**src/rtl/core/four_level_page_table_walker_assert.svh**
```systemverilog
// ----------------------------------------------------------------------------
// four_level_page_table_walker_assert.svh
// assertion macros for the page table walker, empty when SYNTH is defined
// ----------------------------------------------------------------------------
`ifndef FOUR_LEVEL_PAGE_TABLE_WALKER_ASSERT_SVH
`define FOUR_LEVEL_PAGE_TABLE_WALKER_ASSERT_SVH

`ifndef SYNTH
// same-cycle implication
`define FLPTW_ASSERT_IMPLY(label, clk, rst_n, cond, expr) \
	label: assert property (@(posedge clk) disable iff (!rst_n) (cond) |-> (expr)) \
		else $error("page table walker assertion failed");
// next-cycle implication
`define FLPTW_ASSERT_NEXT(label, clk, rst_n, cond, expr) \
	label: assert property (@(posedge clk) disable iff (!rst_n) (cond) |=> (expr)) \
		else $error("page table walker assertion failed");
`else
`define FLPTW_ASSERT_IMPLY(label, clk, rst_n, cond, expr)
`define FLPTW_ASSERT_NEXT(label, clk, rst_n, cond, expr)
`endif

`endif

```
**src/rtl/core/flptw_pkg.sv**
```systemverilog
// ----------------------------------------------------------------------------
// flptw_pkg
// shared types and constants of the four-level page table walker
// ----------------------------------------------------------------------------
package flptw_pkg;

	// store geometry
	localparam int TABLE_PAGES = 64;
	localparam int STORE_WORDS = TABLE_PAGES * 512;
	localparam int ADDR_W      = $clog2(STORE_WORDS);

	// entry bits and masks
	localparam logic [63:0] ADDR_MASK  = 64'h000F_FFFF_FFFF_F000;
	localparam logic [63:0] BIT_P      = 64'h0000_0000_0000_0001;
	localparam logic [63:0] BIT_W      = 64'h0000_0000_0000_0002;
	localparam logic [63:0] BIT_U      = 64'h0000_0000_0000_0004;
	localparam logic [63:0] BIT_PS     = 64'h0000_0000_0000_0080;
	localparam logic [63:0] BIT_NX     = 64'h8000_0000_0000_0000;
	localparam logic [1:0]  LAST_LEVEL = 2'd3;

	// configuration register indexes
	localparam logic CFG_ROOT  = 1'b0;
	localparam logic CFG_SPACE = 1'b1;

	// transaction kinds
	typedef enum logic [2:0] {
		KIND_WRITE     = 3'd0,
		KIND_READ      = 3'd1,
		KIND_TRANSLATE = 3'd2,
		KIND_UNMAP     = 3'd3,
		KIND_PROTECT   = 3'd4,
		KIND_DEBUG     = 3'd5
	} kind_t;

	// controller to datapath commands
	typedef struct packed {
		logic capture;
		logic clear_wr;
		logic word_wr;
		logic word_rd;
		logic walk_start;
		logic walk_rd;
		logic walk_take;
		logic leaf_wr;
		logic res_load;
		logic res_fault;
	} cmd_t;

	// datapath to controller status
	typedef struct packed {
		kind_t kind;
		logic  clr_last;
		logic  widx_ok;
		logic  pre_ok;
		logic  base_ok;
		logic  entry_ok;
		logic  last_lvl;
	} stat_t;

endpackage

```
**src/rtl/core/flptw_ctrl.sv**
```systemverilog
// ----------------------------------------------------------------------------
// flptw_ctrl
// sequencer for store clearing, word access and the four-level walk
// ----------------------------------------------------------------------------
module flptw_ctrl import flptw_pkg::*; (
	input  logic  clk,
	input  logic  arst_n,
	input  logic  start,
	output logic  busy,
	output logic  done,
	output cmd_t  cmd,
	input  stat_t st
);

	typedef enum logic [2:0] {
		S_CLEAR,
		S_IDLE,
		S_DISPATCH,
		S_WORD_DATA,
		S_WALK_RD,
		S_WALK_CHK
	} state_t;

	state_t state_q;
	state_t state_d;
	logic   done_q;

	// next state and commands
	always_comb begin
		state_d = state_q;
		cmd     = '0;
		case (state_q)
			S_CLEAR: begin
				cmd.clear_wr = 1'b1;
				if (st.clr_last) begin
					state_d = S_IDLE;
				end
			end
			S_IDLE: begin
				if (start) begin
					cmd.capture = 1'b1;
					state_d     = S_DISPATCH;
				end
			end
			S_DISPATCH: begin
				state_d = S_IDLE;
				case (st.kind)
					KIND_WRITE: begin
						cmd.word_wr  = 1'b1;
						cmd.res_load = 1'b1;
					end
					KIND_READ: begin
						if (st.widx_ok) begin
							cmd.word_rd = 1'b1;
							state_d     = S_WORD_DATA;
						end else begin
							cmd.res_load  = 1'b1;
							cmd.res_fault = 1'b1;
						end
					end
					KIND_TRANSLATE, KIND_UNMAP, KIND_PROTECT, KIND_DEBUG: begin
						if (st.pre_ok) begin
							cmd.walk_start = 1'b1;
							state_d        = S_WALK_RD;
						end else begin
							cmd.res_load  = 1'b1;
							cmd.res_fault = 1'b1;
						end
					end
					default: begin
						cmd.res_load  = 1'b1;
						cmd.res_fault = 1'b1;
					end
				endcase
			end
			S_WORD_DATA: begin
				cmd.res_load = 1'b1;
				state_d      = S_IDLE;
			end
			S_WALK_RD: begin
				if (st.base_ok) begin
					cmd.walk_rd = 1'b1;
					state_d     = S_WALK_CHK;
				end else begin
					cmd.res_load  = 1'b1;
					cmd.res_fault = 1'b1;
					state_d       = S_IDLE;
				end
			end
			S_WALK_CHK: begin
				if (!st.entry_ok) begin
					cmd.res_load  = 1'b1;
					cmd.res_fault = 1'b1;
					state_d       = S_IDLE;
				end else if (st.last_lvl) begin
					cmd.res_load = 1'b1;
					cmd.leaf_wr  = (st.kind == KIND_UNMAP) || (st.kind == KIND_PROTECT);
					state_d      = S_IDLE;
				end else begin
					cmd.walk_take = 1'b1;
					state_d       = S_WALK_RD;
				end
			end
			default: state_d = S_IDLE;
		endcase
	end

	// state and result strobe
	always_ff @(posedge clk or negedge arst_n) begin
		if (!arst_n) begin
			state_q <= S_CLEAR;
			done_q  <= 1'b0;
		end else begin
			state_q <= state_d;
			done_q  <= cmd.res_load;
		end
	end

	assign busy = state_q != S_IDLE;
	assign done = done_q;

endmodule

```
**config.mk**
```make
export PLATFORM = sky130hd
export DESIGN_NAME = flptw_ctrl
export DESIGN_NICKNAME = d
export VERILOG_FILES = /design/src/rtl/core/four_level_page_table_walker_assert.svh /design/src/rtl/core/flptw_pkg.sv /design/src/rtl/core/flptw_ctrl.sv
export SDC_FILE = /design/constraint.sdc
export NUM_CORES = 1
export LEC_CHECK = 0
export ABC_AREA = 1
export BUFFER_PORTS_ARGS = -buffer_cell sky130_fd_sc_hd__buf_2
export CAP_MARGIN = 20
export CORE_AREA = 2 2 39 41
export DETAILED_ROUTE_END_ITERATION = 6
export DIE_AREA = 0 0 41 43
export SLEW_MARGIN = 20
export SYNTH_ARGS = -nofsm -noshare
export SYNTH_HDL_FRONTEND = slang
export SYNTH_SLANG_ARGS = --single-unit
```
**constraint.sdc**
```tcl
create_clock -name clk -period 1.3 [get_ports clk]
set_clock_uncertainty 0.15 [all_clocks]
set_input_delay 0.13 -clock clk [delete_from_list [all_inputs] [get_ports clk]]
set_output_delay 0.13 -clock clk [all_outputs]
set_load 0.05 [all_outputs]
```
==> run summary <==
The first-pass iteration count of the detailed router was 4. Setup violations remaining at the end of the flow were counted as 15. The net count of the finished layout is 146.

Across all layers, the routed design uses 685 vias. The global-route wire length before repair was 2500 µm. TritonCTS built the clock tree. Power comes to 1.87 mW. TritonCTS created 3 clock buffers. The tools report the sequential share of the synthesized area as 0.255.

Setup repair after global routing could not meet its margin everywhere. Buffer cell driving the clock tree root: sky130_fd_sc_hd__clkbuf_4. For the pin with the worst max-slew slack, the measured transition is 0.254 ns.

The post-synthesis area per instance was 5.24 µm²; the antenna diode instance count was 0. The count of mapped cells out of synthesis is 75, and the detailed-route wire length per cell is 10.8 µm. The logs give 0.783 for the relative contribution of combinational cells to total power and 0 for the count of pins over their slew limit.

The tools report the floorplan row count as 14. Synthesis instantiated 12 different standard cells from the library. At the end of routability-driven placement, the weighted congestion stood at 0.694. For the post-route standard cell area excluding fillers, the log shows 1020 µm². For the initial cell density of the core, the log shows 0.284.

Counting I/O delays and the setup requirement, the final critical path takes 1.69 ns. The maximum fanout encountered on the critical timing path is 4, and the via-per-instance ratio is 4.63. The critical path is of the flop to output pin type. The share of the synthesized area in the top cell type came out at 0.268. Clock-pin slew was measured on the worst setup and hold paths at 0.04 ns. The maximum resistive drop on vdd was 0.738 mV; the largest net degree at the start of global routing was 7.

The type of the most critical hold path was primary input to flop. The number of H-tree levels is 1, and the worst slack at placement is -0.284 ns. The Yosys step of the flow raised 0 warnings. The synthesis-stage register bit count is 4, and the smallest setup slack after layout is -0.392 ns. For the design internal power, the log shows 908 µW. The run gives 0 as the total count of hold-check failures in the final report.

Sorting the synthesized cells by area gives the leading types as sky130_fd_sc_hd__nand2_1, sky130_fd_sc_hd__dfrtp_1, sky130_fd_sc_hd__inv_1. The tools report the synthesized cell area as 393 µm². The most common cell after layout, fill and taps aside was sky130_fd_sc_hd__buf_4.

Measured along the y axis, the die boundary spans 43 µm. The later pin in the worst-skew pair is clocked with a latency of 0.24 ns. The wire-length estimate of the detail-placed layout is 1060 µm. For this design the static power due to leakage is 0.551 nW. Counting every net in the synthesized netlist gives 87. The checks that failed: negative setup slack.

The peak clock frequency supported by timing was 0.591 GHz; the I/O pin total was 24. Buffers placed on the I/O ports in this run total 23. The first routing iteration left 8 violations. In this run the standard cell core region covers 1380 µm². The tools report the fraction of power consumed by sequential logic as 0.134. For the worst setup path, the data required time is 1.02 ns.

The share of the clock period used by the worst path after layout is 1.30, and the reported max-cap violation count is 0. The leftover overflow at the end of global routing is 0. The worst setup path is launched from a flop. For the net switching power, the log shows 966 µW.

The fraction of final layout cells with drive strength greater than 1 was 0.644; the area added between synthesis and finish was 161%. Horizontal extent of the die: 41 µm. For this block, the routed nets add up to 1590 µm of wire. The number of remaining DRC errors was 0.

The total global-route track usage came out at 0.207. The run finished, with violations left. The logs give 0 for the number of antenna violations at the first check in global routing and 2 for the maximum clock insertion buffer count.

The overall die area was 1760 µm². In this run the power density over the cells is 1830 nW/µm². The worst max-slew margin expressed relative to the limit is 0.830. The via count of the first global-routing pass is 661. CTS saw 4 sinks. The number of nets still failing antenna checks after routing was 0; the placement-stage cell area was 792 µm².

The library cells used most frequently in the layout, excluding fill and tap cells, are sky130_fd_sc_hd__buf_4, sky130_fd_sc_hd__nand2_1, sky130_fd_sc_hd__buf_2. The fraction of power spent switching nets is 0.515. The post-synthesis cell type with the largest combined area was sky130_fd_sc_hd__nand2_1. Data arrives at the worst endpoint at 1.41 ns. The tools report the share of power burned in the clock network as 0.084. The worst setup path is captured at an output pin.
[layout make-up]
class,instances,area [µm²]
clock buffer,3,22.5
multi-input combinational,52,363
fill,104,359
timing repair buffer,54,435
tap,16,20.0
sequential,4,103
inverter,19,81.3
[routing by layer]
layer,routed length (µm),GRT usage,part of all wire,up-vias
met5,0,0,0,-
met4,48,0.113,0.030,0
met3,78,0.0471,0.049,7
met2,961,0.378,0.60,24
met1,503,0.191,0.32,310
li1,-,-,-,344
[synth_stat cells]
library cell	count
sky130_fd_sc_hd__a21oi_1	3
sky130_fd_sc_hd__a31oi_1	1
sky130_fd_sc_hd__dfrtp_1	4
sky130_fd_sc_hd__inv_1	19
sky130_fd_sc_hd__nand2_1	28
sky130_fd_sc_hd__nand3_1	5
sky130_fd_sc_hd__nand4_1	1
sky130_fd_sc_hd__nor2_1	8
sky130_fd_sc_hd__nor3_1	1
sky130_fd_sc_hd__nor4_1	3
sky130_fd_sc_hd__o21ai_0	1
sky130_fd_sc_hd__o21ai_1	1
[metrics by stage]
stage	setup TNS [ns]	std cells	util	hold WS, ns
after global routing	-5.28	148	0.741	0.0855
after CTS	-3.67	144	0.693	0.0457
after global placement	-1.54	136	0.572	-0.212
after floorplan	-1.85	75	-	-0.316
final	-4.23	148	0.741	0.0686
after detailed placement	-1.65	136	0.572	-0.211
[final timing paths]
kind | to | start | cells past startpoint | slack (ns)
worst min register to register | state_q[1]$_DFFE_PN0P_ | state_q[2]$_DFFE_PN0P_ | 5 | 0.66
max in group asynchronous | state_q[0]$_DFFE_PN0P_ | arst_n | 2 | 0.78
min in group asynchronous | done$_DFF_PN0_ | arst_n | 2 | 0.09
worst max-delay path | cmd[1] | state_q[1]$_DFFE_PN0P_ | 8 | -0.39
worst min-delay path | state_q[0]$_DFFE_PN0P_ | st[3] | 4 | 0.07
worst max register to register | state_q[0]$_DFFE_PN0P_ | state_q[1]$_DFFE_PN0P_ | 7 | -0.18
[logic make-up after synthesis]
| kind of cell | count (synthesis) | share of synthesized area |
|---|---|---|
| simple gates | 46 | 0.484 |
| buf+inv | 19 | 0.182 |
| compound gates | 6 | 0.0796 |
| flops | 4 | 0.255 |
[sequential cells by signal, summed over array words and instances, names as in the netlist]
name	cells
state_q	3
done	1
[power by group through the flow]
stage | combinational (mW) | sequential (mW) | clock [mW]
after global routing | 1.56 | 0.257 | 0.176
after global placement | 1.12 | 0.215 | 0
after detailed placement | 1.14 | 0.218 | 0
final | 1.47 | 0.250 | 0.157
after CTS | 1.35 | 0.240 | 0.163
after floorplan | 0.679 | 0.286 | 0
[timing repair]
action | CTS | global route
cloned | 0 | 0
hold buffers | 1 | 0
gates resized for setup | 34 | 10
hold endpoints to repair | 4 | 0
buffers inserted | 5 | 5
pin swaps | 6 | 6
setup endpoints to repair | 15 | 15
[worst max-delay path, stage by stage (launching register included)]
cell	delay [ns]
sky130_fd_sc_hd__dfrtp_2	0.42
sky130_fd_sc_hd__inv_2	0.06
sky130_fd_sc_hd__nand2_2	0.12
sky130_fd_sc_hd__nor2_4	0.05
sky130_fd_sc_hd__o21ai_1	0.09
sky130_fd_sc_hd__inv_1	0.07
sky130_fd_sc_hd__nor2_2	0.14
sky130_fd_sc_hd__nand2_4	0.08
sky130_fd_sc_hd__buf_8	0.15
Note: power is estimated with default switching activity, not from simulation.
